`src/hw/rtl/tksel_pkg.sv`:
```
`default_nettype none
// ----------------------------------------------------------------------------
// Top-k score selector package
// Shared widths, register indexes and the ranking function of the selector.
// ----------------------------------------------------------------------------
package tksel_pkg;

	// Slots of the kept list; only the first DEPTH of them can ever hold an
	// entry, because the effective count is also capped at sixteen.
	localparam int SLOTS = 16;
	localparam int DEPTH = (SLOTS < 16) ? SLOTS : 16;

	localparam int CNT_W  = 5;
	localparam int RANK_W = 4;
	localparam int IDX_W  = 2;

	typedef logic signed [31:0] score_t;
	typedef logic [31:0]        doc_t;
	typedef logic [CNT_W-1:0]   count_t;
	typedef logic [RANK_W-1:0]  rank_t;
	typedef logic [IDX_W-1:0]   cfg_idx_t;

	// Configuration register indexes.
	localparam cfg_idx_t CFG_REQUESTED = 2'd0;
	localparam cfg_idx_t CFG_MAX       = 2'd1;
	localparam cfg_idx_t CFG_DEFAULT   = 2'd2;

	localparam count_t RST_REQUESTED = 5'd0;
	localparam count_t RST_MAX       = 5'd16;
	localparam count_t RST_DEFAULT   = 5'd10;
	localparam count_t COUNT_CAP     = CNT_W'(DEPTH);

	// True when entry a ranks strictly ahead of entry b: higher score first,
	// then lower document id.
	function automatic logic ranks_before(score_t sa, doc_t da, score_t sb, doc_t db);
		logic res;
		if (sa != sb) begin
			res = (sa > sb);
		end else begin
			res = (da < db);
		end
		return res;
	endfunction

endpackage
`default_nettype wire

```
`src/hw/rtl/top_k_score_selector.sv`:
```
`default_nettype none
// ----------------------------------------------------------------------------
// Top-k score selector
// A candidate is folded into the kept list in the cycle it is accepted. An
// accepted end-of-set item starts a drain; results go to the output register
// whenever it is free. Input: one transaction per cycle while no run drains;
// a run emits max(1, kept entries) results, one per cycle unless out_ready stalls.
// Reset: arst_n clears the kept count, the drain and output control, and loads
// the register defaults (request 0, maximum 16, default 10).
// ----------------------------------------------------------------------------
module top_k_score_selector (
	input  wire logic                      clk,
	input  wire logic                      arst_n,

	input  wire logic                      cfg_we,
	input  wire tksel_pkg::cfg_idx_t       cfg_idx,
	input  wire tksel_pkg::count_t         cfg_wdata,

	input  wire logic                      in_valid,
	output logic                           in_ready,
	input  wire logic                      has_candidate,
	input  wire tksel_pkg::score_t         cand_score,
	input  wire tksel_pkg::doc_t           cand_doc,
	input  wire logic                      end_of_set,

	output logic                           out_valid,
	input  wire logic                      out_ready,
	output logic                           found,
	output tksel_pkg::rank_t               rank_pos,
	output tksel_pkg::doc_t                out_doc,
	output tksel_pkg::score_t              out_score,
	output logic                           run_last
);

	localparam int DEPTH = tksel_pkg::DEPTH;

	// Configuration registers.
	tksel_pkg::count_t req_q;
	tksel_pkg::count_t max_q;
	tksel_pkg::count_t dflt_q;

	// The kept list, always held in rank order, best entry in slot zero. Every
	// slot is compared against the newcomer in parallel and the list moves as
	// a shift line, so no slot is ever read at a computed address.
	tksel_pkg::score_t kept_score_q [DEPTH];
	tksel_pkg::doc_t   kept_doc_q   [DEPTH];
	tksel_pkg::count_t kept_total_q;

	// Drain control: while a run is being emitted the input is held off.
	logic              drain_q;
	tksel_pkg::rank_t  rank_q;

	// Output register.
	logic              out_valid_q;
	logic              found_q;
	tksel_pkg::rank_t  rank_pos_q;
	tksel_pkg::doc_t   out_doc_q;
	tksel_pkg::score_t out_score_q;
	logic              run_last_q;

	tksel_pkg::count_t n_clamp;
	tksel_pkg::count_t n_eff;
	logic [DEPTH-1:0]  rb_vec;
	logic [DEPTH-1:0]  gt_vec;
	logic [DEPTH-1:0]  last_vec;
	logic [DEPTH-1:0]  pos_mask;
	logic              room;
	logic              beats_weakest;
	logic              take;
	tksel_pkg::count_t base_total;
	tksel_pkg::count_t total_ins;
	logic              in_fire;
	logic              out_load;
	logic              run_empty;

	assign in_ready = !drain_q;
	assign in_fire  = in_valid && in_ready;
	// A result is loaded whenever a run is draining and the output register is
	// free or being emptied in this very cycle.
	assign out_load  = drain_q && (!out_valid_q || out_ready);
	assign run_empty = (kept_total_q == '0);

	// Effective count: the request clamped to the maximum, the default when
	// that comes out as zero, and never more than the list can hold.
	always_comb begin
		n_clamp = (req_q > max_q) ? max_q : req_q;
		n_eff   = (n_clamp == '0) ? dflt_q : n_clamp;
		if (n_eff > tksel_pkg::COUNT_CAP) begin
			n_eff = tksel_pkg::COUNT_CAP;
		end
	end

	// Insertion decision. The list is sorted, so the per-slot "newcomer ranks
	// ahead" flags form a thermometer; its first set bit is where the newcomer
	// goes, and everything from there down moves one slot towards the tail.
	// When the list is full the weakest entry (the tail) drops out, which is
	// the lowest score and, among equal scores, the largest id.
	always_comb begin
		for (int i = 0; i < DEPTH; i++) begin
			rb_vec[i]   = tksel_pkg::ranks_before(cand_score, cand_doc,
				kept_score_q[i], kept_doc_q[i]);
			gt_vec[i]   = (cand_score > kept_score_q[i]);
			last_vec[i] = (kept_total_q == tksel_pkg::CNT_W'(i + 1));
		end
		room          = (kept_total_q < n_eff);
		beats_weakest = |(gt_vec & last_vec);
		take          = has_candidate && (room || (!run_empty && beats_weakest));
		base_total    = room ? kept_total_q : kept_total_q - 1'b1;
		total_ins     = room ? kept_total_q + 1'b1 : kept_total_q;
		for (int i = 0; i < DEPTH; i++) begin
			pos_mask[i] = rb_vec[i] || (tksel_pkg::CNT_W'(i) >= base_total);
		end
	end

	// Control state.
	always_ff @(posedge clk or negedge arst_n) begin
		if (!arst_n) begin
			req_q        <= tksel_pkg::RST_REQUESTED;
			max_q        <= tksel_pkg::RST_MAX;
			dflt_q       <= tksel_pkg::RST_DEFAULT;
			kept_total_q <= '0;
			drain_q      <= 1'b0;
			rank_q       <= '0;
			out_valid_q  <= 1'b0;
		end else begin
			if (cfg_we) begin
				case (cfg_idx)
					tksel_pkg::CFG_REQUESTED: req_q  <= cfg_wdata;
					tksel_pkg::CFG_MAX:       max_q  <= cfg_wdata;
					tksel_pkg::CFG_DEFAULT:   dflt_q <= cfg_wdata;
					default: ;
				endcase
			end

			if (in_fire) begin
				if (take) begin
					kept_total_q <= total_ins;
				end
				if (end_of_set) begin
					drain_q <= 1'b1;
					rank_q  <= '0;
				end
			end

			if (out_load) begin
				out_valid_q <= 1'b1;
				rank_q      <= rank_q + 1'b1;
				// The final result of a run (or the single empty-set result)
				// closes the run and leaves the list empty.
				if (kept_total_q <= tksel_pkg::CNT_W'(1)) begin
					drain_q      <= 1'b0;
					kept_total_q <= '0;
				end else begin
					kept_total_q <= kept_total_q - 1'b1;
				end
			end else if (out_valid_q && out_ready) begin
				out_valid_q <= 1'b0;
			end
		end
	end

	// Kept list and output payload. During a drain the list shifts towards
	// slot zero, one entry per result; otherwise an accepted newcomer is
	// inserted at its rank position.
	always_ff @(posedge clk) begin
		if (out_load) begin
			found_q     <= !run_empty;
			rank_pos_q  <= rank_q;
			out_doc_q   <= run_empty ? '0 : kept_doc_q[0];
			out_score_q <= run_empty ? '0 : kept_score_q[0];
			run_last_q  <= (kept_total_q <= tksel_pkg::CNT_W'(1));
			for (int i = 0; i < DEPTH - 1; i++) begin
				kept_score_q[i] <= kept_score_q[i + 1];
				kept_doc_q[i]   <= kept_doc_q[i + 1];
			end
		end else if (in_fire && take) begin
			if (pos_mask[0]) begin
				kept_score_q[0] <= cand_score;
				kept_doc_q[0]   <= cand_doc;
			end
			for (int i = 1; i < DEPTH; i++) begin
				if (pos_mask[i - 1]) begin
					kept_score_q[i] <= kept_score_q[i - 1];
					kept_doc_q[i]   <= kept_doc_q[i - 1];
				end else if (pos_mask[i]) begin
					kept_score_q[i] <= cand_score;
					kept_doc_q[i]   <= cand_doc;
				end
			end
		end
	end

	assign out_valid = out_valid_q;
	assign found     = found_q;
	assign rank_pos  = rank_pos_q;
	assign out_doc   = out_doc_q;
	assign out_score = out_score_q;
	assign run_last  = run_last_q;

`ifndef SYNTH
	// The kept count never exceeds the capacity of the list.
	assert property (@(posedge clk) disable iff (!arst_n)
		kept_total_q <= tksel_pkg::COUNT_CAP)
		else $error("kept count beyond list capacity");

	// Loading the final result of a run ends the drain with an empty list.
	assert property (@(posedge clk) disable iff (!arst_n)
		(out_load && (kept_total_q <= tksel_pkg::CNT_W'(1)))
		|=> (!drain_q && kept_total_q == '0 && out_valid_q && run_last_q))
		else $error("run did not close after its final result");

	// An empty-set result is always the only, first-ranked result of its run.
	assert property (@(posedge clk) disable iff (!arst_n)
		(out_valid_q && !found_q) |-> (run_last_q && rank_pos_q == '0))
		else $error("empty-set result not marked as sole result");

	// Each further result of a run follows its predecessor in rank order.
	assert property (@(posedge clk) disable iff (!arst_n)
		(out_load && drain_q && $past(out_load) && $past(drain_q))
		|=> (rank_pos_q == $past(rank_pos_q) + 1'b1))
		else $error("rank positions out of sequence");
`endif

endmodule
`default_nettype wire
```
`config.mk`:
```
export PLATFORM = sky130hd
export DESIGN_NAME = top_k_score_selector
export DESIGN_NICKNAME = d
export VERILOG_FILES = /design/src/hw/rtl/tksel_pkg.sv /design/src/hw/rtl/top_k_score_selector.sv
export SDC_FILE = /design/constraint.sdc
export NUM_CORES = 2
export LEC_CHECK = 0
export BUFFER_PORTS_ARGS = -buffer_cell sky130_fd_sc_hd__buf_2
export CELL_PAD_IN_SITES_DETAIL_PLACEMENT = 1
export CELL_PAD_IN_SITES_GLOBAL_PLACEMENT = 2
export CORE_MARGIN = 2
export CORE_UTILIZATION = 38
export DETAILED_ROUTE_END_ITERATION = 10
export GPL_ROUTABILITY_DRIVEN = 0
export GPL_TIMING_DRIVEN = 1
export PLACE_DENSITY = 0.77
export SLEW_MARGIN = 10
export SYNTH_ARGS = -nofsm -noshare
export SYNTH_HDL_FRONTEND = slang
export SYNTH_SLANG_ARGS = --single-unit
```
`constraint.sdc`:
```
create_clock -name clk -period 8.7 [get_ports clk]
set_input_delay 2.61 -clock clk [delete_from_list [all_inputs] [get_ports clk]]
set_output_delay 2.61 -clock clk [all_outputs]
set_load 0.1 [all_outputs]
```
# After elaboration in Yosys (flattened, before gate mapping)
# Memory sizes are Yosys's and may differ from the RTL's.
# Cells that the tools add are included.
dict set report totals {
  word_cells 422
  out_inout_bits 72
  regBits 96
  input_bits 78
  mem_bits_rw 1024
  n_memories 2
}
dict set report op_classes {
  addsub 3
  muxes 217
  bitwise_logic 61
  magnitude_cmp 52
  n_reduce_logical 41
  eq_ne 34
}
# memory depth width read_ports rd_clocked_by_memory_dff write_ports line
set memory_table {}
lappend memory_table {kept_doc_q 16 32 16 0 16 top_k_score_selector.sv:46} ;# tksel_pkg::doc_t kept_doc_q [DEPTH];
lappend memory_table {kept_score_q 16 32 16 0 16 top_k_score_selector.sv:45} ;# tksel_pkg::score_t kept_score_q [DEPTH];
# op count
set ops {}
lappend ops {{2-to-1 mux 32 bit} 60}
lappend ops {{greater-than comparator 32 bit} 16}
lappend ops {{< comparator 32 bit} 16}
lappend ops {{!= test 32 bit} 16}
lappend ops {{2-to-1 mux 1 bit} 145}
lappend ops {{bitwise OR 1 bit} 60}
lappend ops {{2-to-1 mux 5 bit} 9}
lappend ops {{== test 5 x 4 -> 1 bit, second input constant} 8}
lappend ops {{greater-or-equal comparator 4 x 5 -> 1 bit, first input constant} 8}
lappend ops {{== test 5 x 3 -> 1 bit, second input constant} 4}
lappend ops {{greater-or-equal comparator 3 x 5 -> 1 bit, first input constant} 4}
lappend ops {{logical OR 1 bit} 18}
lappend ops {{AND 16 bit} 1}
lappend ops {{OR reduction 16 bit} 1}
lappend ops {{2-to-1 mux 4 bit} 3}
lappend ops {{== test 5 x 2 -> 1 bit, second input constant} 2}
lappend ops {{greater-or-equal comparator 1 x 5 -> 1 bit, first input constant} 2}
lappend ops {{greater-or-equal comparator 2 x 5 -> 1 bit, first input constant} 2}
lappend ops {{logical NOT 5 bit} 2}
lappend ops {{nonzero test 2 bit} 5}
lappend ops {{AND reduction 2 bit} 4}
lappend ops {{logical AND 1 bit} 6}
lappend ops {{adder 5 x 1 -> 5 bit, second input constant} 1}
lappend ops {{== test 5 x 1 -> 1 bit, second input constant} 1}
lappend ops {{12 further kinds} 14}

# Depth between registers and ports, before layout
dict set report depth {
  word_depth 16
  mapped_depth 26
  mapped_depth_nobuf 23
}

# Worst setup path before layout
# No wires, ideal clock.
dict set report synth_timing {
  path_type {input to register}
  startpoint {input port cand_score[0]}
  endpoint {memory kept_doc_q[0][0] (netlist name) (enable)}
  path_slack_ps -1938
  required_time_ps 8126
  setup_ps 574
  stages 15
  path_buffers 3
  arrival_ps 10063
  cell_sequence {inv_1 > ha_1 > nor2b_1 > o211ai_1 > a21boi_0 > or4_1 > a2111oi_0 > xnor2_1 > o31ai_1 > or4_4 > o41ai_4 > buf_4 > buf_2 > buf_2 > o21ai_0}
}
# element line
set synth_lines {}
lappend synth_lines {{start, declared} top_k_score_selector.sv:22} ;# input wire tksel_pkg::score_t cand_score,
lappend synth_lines {{end, declared} top_k_score_selector.sv:46}

==> results.cfg <==
[worst_setup_path]
crit_required_ps = 9400
reg2reg_depth = 22
crit_fanout = 40
path_class = in2reg
ff2ff_setup_slack_ps = 870
timing.rr.end = kept_score_q[0][85]$_DFFE_PP_
arrival_ps = 8860
worstSetupEndpointType = flop
rr_startpoint = max_q[1]$_DFFE_PN0P_
crit_path_start_kind = input pin

[timing]
fin_crit_sh_pct = 93.8
relSlewSlack_pct = 11.6
max_freq_ghz = 0.123
fin_setup_tns_ps = 0
hold_viol = 0
setup_viol = 0
tightest_slew_ps = 1310
finalMaxSlewViolations = 0
clock-skew-final_ps = 40.3
fin_crit_ps = 8160
rsz0062_at_grt = no

[cells_and_area]
fill_cells = 23800
nNetsFinal = 9432
final_core_util_pct = 43.2
drive_gt1_share_pct = 9.21
fin_cells = 11300
synthToLayoutAreaGrowth_pct = 12.9
mostFrequentLayoutCells = 1,094 x inv_1, 1,094 x edfxtp_1, 1,024 x ha_1

[clock_network]
post_cts_resized = 0
ctsRootBufferMaster = clkbuf_16
cts-buffers-inserted = 145
clockBufferDepth = 3
cts_sinks = 1120
tritoncts = done
cts.clk_slew.worst_paths_ps = 60
h-tree-depth = 4
insertion_delay_ps = 850
hold_buffers = 0
post_cts_buffers = 0

[logic_synthesis]
synth-warning-count = 0
synth-seq-cells = 1120
syn-cell-area_um2 = 81900
synth_nets = 9433
synth.distinct_cells = 88
synthCells = 8331
async_reset_ff_share_pct = 2.32
syn_area_per_cell_um2 = 9.83
synth-edff-count = 1094
ys_seq_area_share_pct = 40.9
yosys_most_used_dff = edfxtp_1

[placed_design]
io_buffer_count = 149
hpwlAfterDp_mm = 268
dp.cells = 11000

[worst_hold_path]
min_from = rank_q[3]$_DFFE_PN0P_
min_to = rank_pos[3]$_DFFE_PP_
hold_depth = 0
worstHoldPathType = reg2reg

[global_routing]
gr-total-overflow = 0
grt_pass1_vias = 76400
track_usage_pct = 34.0
grt_max_degree = 183
antenna_found_initial = 25
grt_pass1_wl_mm = 549

[die]
core_um2 = 214000
initial_core_util_pct = 38.2
ios = 150
die_area_um2 = 219000
die_w_um = 468
die_h_um = 468
core.rowCount = 170

[detailed_routing]
vias = 75200
dr.first_iter.drc_count = 8383
drt_pass1_iterations = 8
drc_errors = 0
wire_per_inst_um = 33.7
finalWirelength_mm = 381
avgViaCountPerCell = 6.65
ant_nets = 0

[status]
status = finished, final reports clean

[power]
irDropWorstVdd_mv = 0.665
p_leak_nw = 38.3
p_per_area_nw_per_um2 = 454

[flow_run]
maxCapViolations = 0
==> worst max path at each step <==
stage,start,endpoint,slack (ps),depth (start not counted)
finish,cand_score[31],kept_doc_q[0][87]$_DFFE_PP_,540,13
detailed placement,cand_score[31],kept_doc_q[0][87]$_DFFE_PP_,80,13
global placement,cand_score[31],kept_doc_q[0][87]$_DFFE_PP_,-1130,13
CTS,cand_score[31],kept_doc_q[0][87]$_DFFE_PP_,940,13
floorplan,cand_score[0],kept_doc_q[1][192]$_DFFE_PP_,1,14
global route,max_q[1]$_DFFE_PN0P_,kept_score_q[0][91]$_DFFE_PP_,380,22
==> cell type report <==
cell class	instances	area (um2)	area share (%)
Multi-Input combinational cell	5505	42400	45.8
Timing Repair Buffer	462	4310	4.66
Inverter	1096	4130	4.46
Sequential cell	1120	33500	36.2
Clock inverter	73	688	0.744
Tap cell	2838	3550	3.84
Antenna cell	14	35.0	0.0379
Clock buffer	188	3920	4.23
==> synthesized netlist by cell type (all sizes together), types with 163 or more instances <==
cell / number / area, um2
inv: 1095 / 4110
edfxtp: 1094 / 32900
ha: 1024 / 12800
clkbuf: 477 / 1790
o21ai: 450 / 2260
nand2: 402 / 1510
a21oi: 361 / 1810
o22ai: 331 / 2070
a2bb2oi: 324 / 2840
nand4: 254 / 1590
nor2: 251 / 945
o31ai: 241 / 1810
nand3: 224 / 1120
a22o: 192 / 1680
o221ai: 163 / 1430
==> power by group <==
part | leakage [nW] | internal, mW | switching, mW
registers | 10.9 | 9.55 | 2.08
logic | 25.1 | 7.40 | 16.9
clock network | 2.25 | 3.50 | 2.65
total | 38.3 | 20.5 | 21.6
==> layer usage <==
| layer | up-vias | global-route usage [%] | share of wire, % |
|---|---|---|---|
| met2 | 3937 | 52.0 | 44 |
| li1 | 32000 | - | - |
| met4 | 16 | 15.8 | 5.1 |
| met1 | 38400 | 44.6 | 41 |
| met5 | - | 0 | 0.10 |
| met3 | 840 | 9.29 | 10 |
==> metrics by stage <==
| step | power, mW | hold WS, ps | setup WS (ps) | area [um2] |
|---|---|---|---|---|
| after CTS | 41.3 | 484 | 936 | 92500 |
| after global routing | 43.8 | 503 | 382 | 92500 |
| after global placement | 34.2 | 461 | -1130 | 87800 |
| after floorplan | 24.9 | 444 | 1.09 | 82000 |
| final | 42.0 | 477 | 540 | 92500 |
| after detailed placement | 35.0 | 458 | 75.0 | 87900 |
==> flip-flops by register name, summed over array words and instances (netlist names) <==
signal        count
max_q             5
out_doc          32
rank_pos          4
found             1
out_valid         1
dflt_q            5
kept_doc_q      512
drain_q           1
rank_q            4
out_score        32
kept_total_q      5
kept_score_q    512
req_q             5
run_last          1
==> worst max-delay path, cell delays in order <==
cell and delay (ps):
buf_2 420, ha_1 550, nand4_1 250, nor3_1 450, nand2_1 570, a2111oi_2 970
o2111ai_1 840, o21ai_4 320, buf_4 440, buf_4 730, o21ai_0 230, o31ai_1 180
a22o_1 190
==> kinds of logic after synthesis <==
kind of cell | after synthesis | synth area share (%)
flip-flops | 1120 | 40.9
adder cells (fa/ha/maj) | 1024 | 15.6
buffers and inverters | 1706 | 8.04
XOR/XNOR | 7 | 0.0748
multiplexers | 149 | 1.85
AO/OA/AOI/OAI | 2895 | 24.9
AND/OR/NAND/NOR | 1430 | 8.64
(Power assumes the default switching activity.)
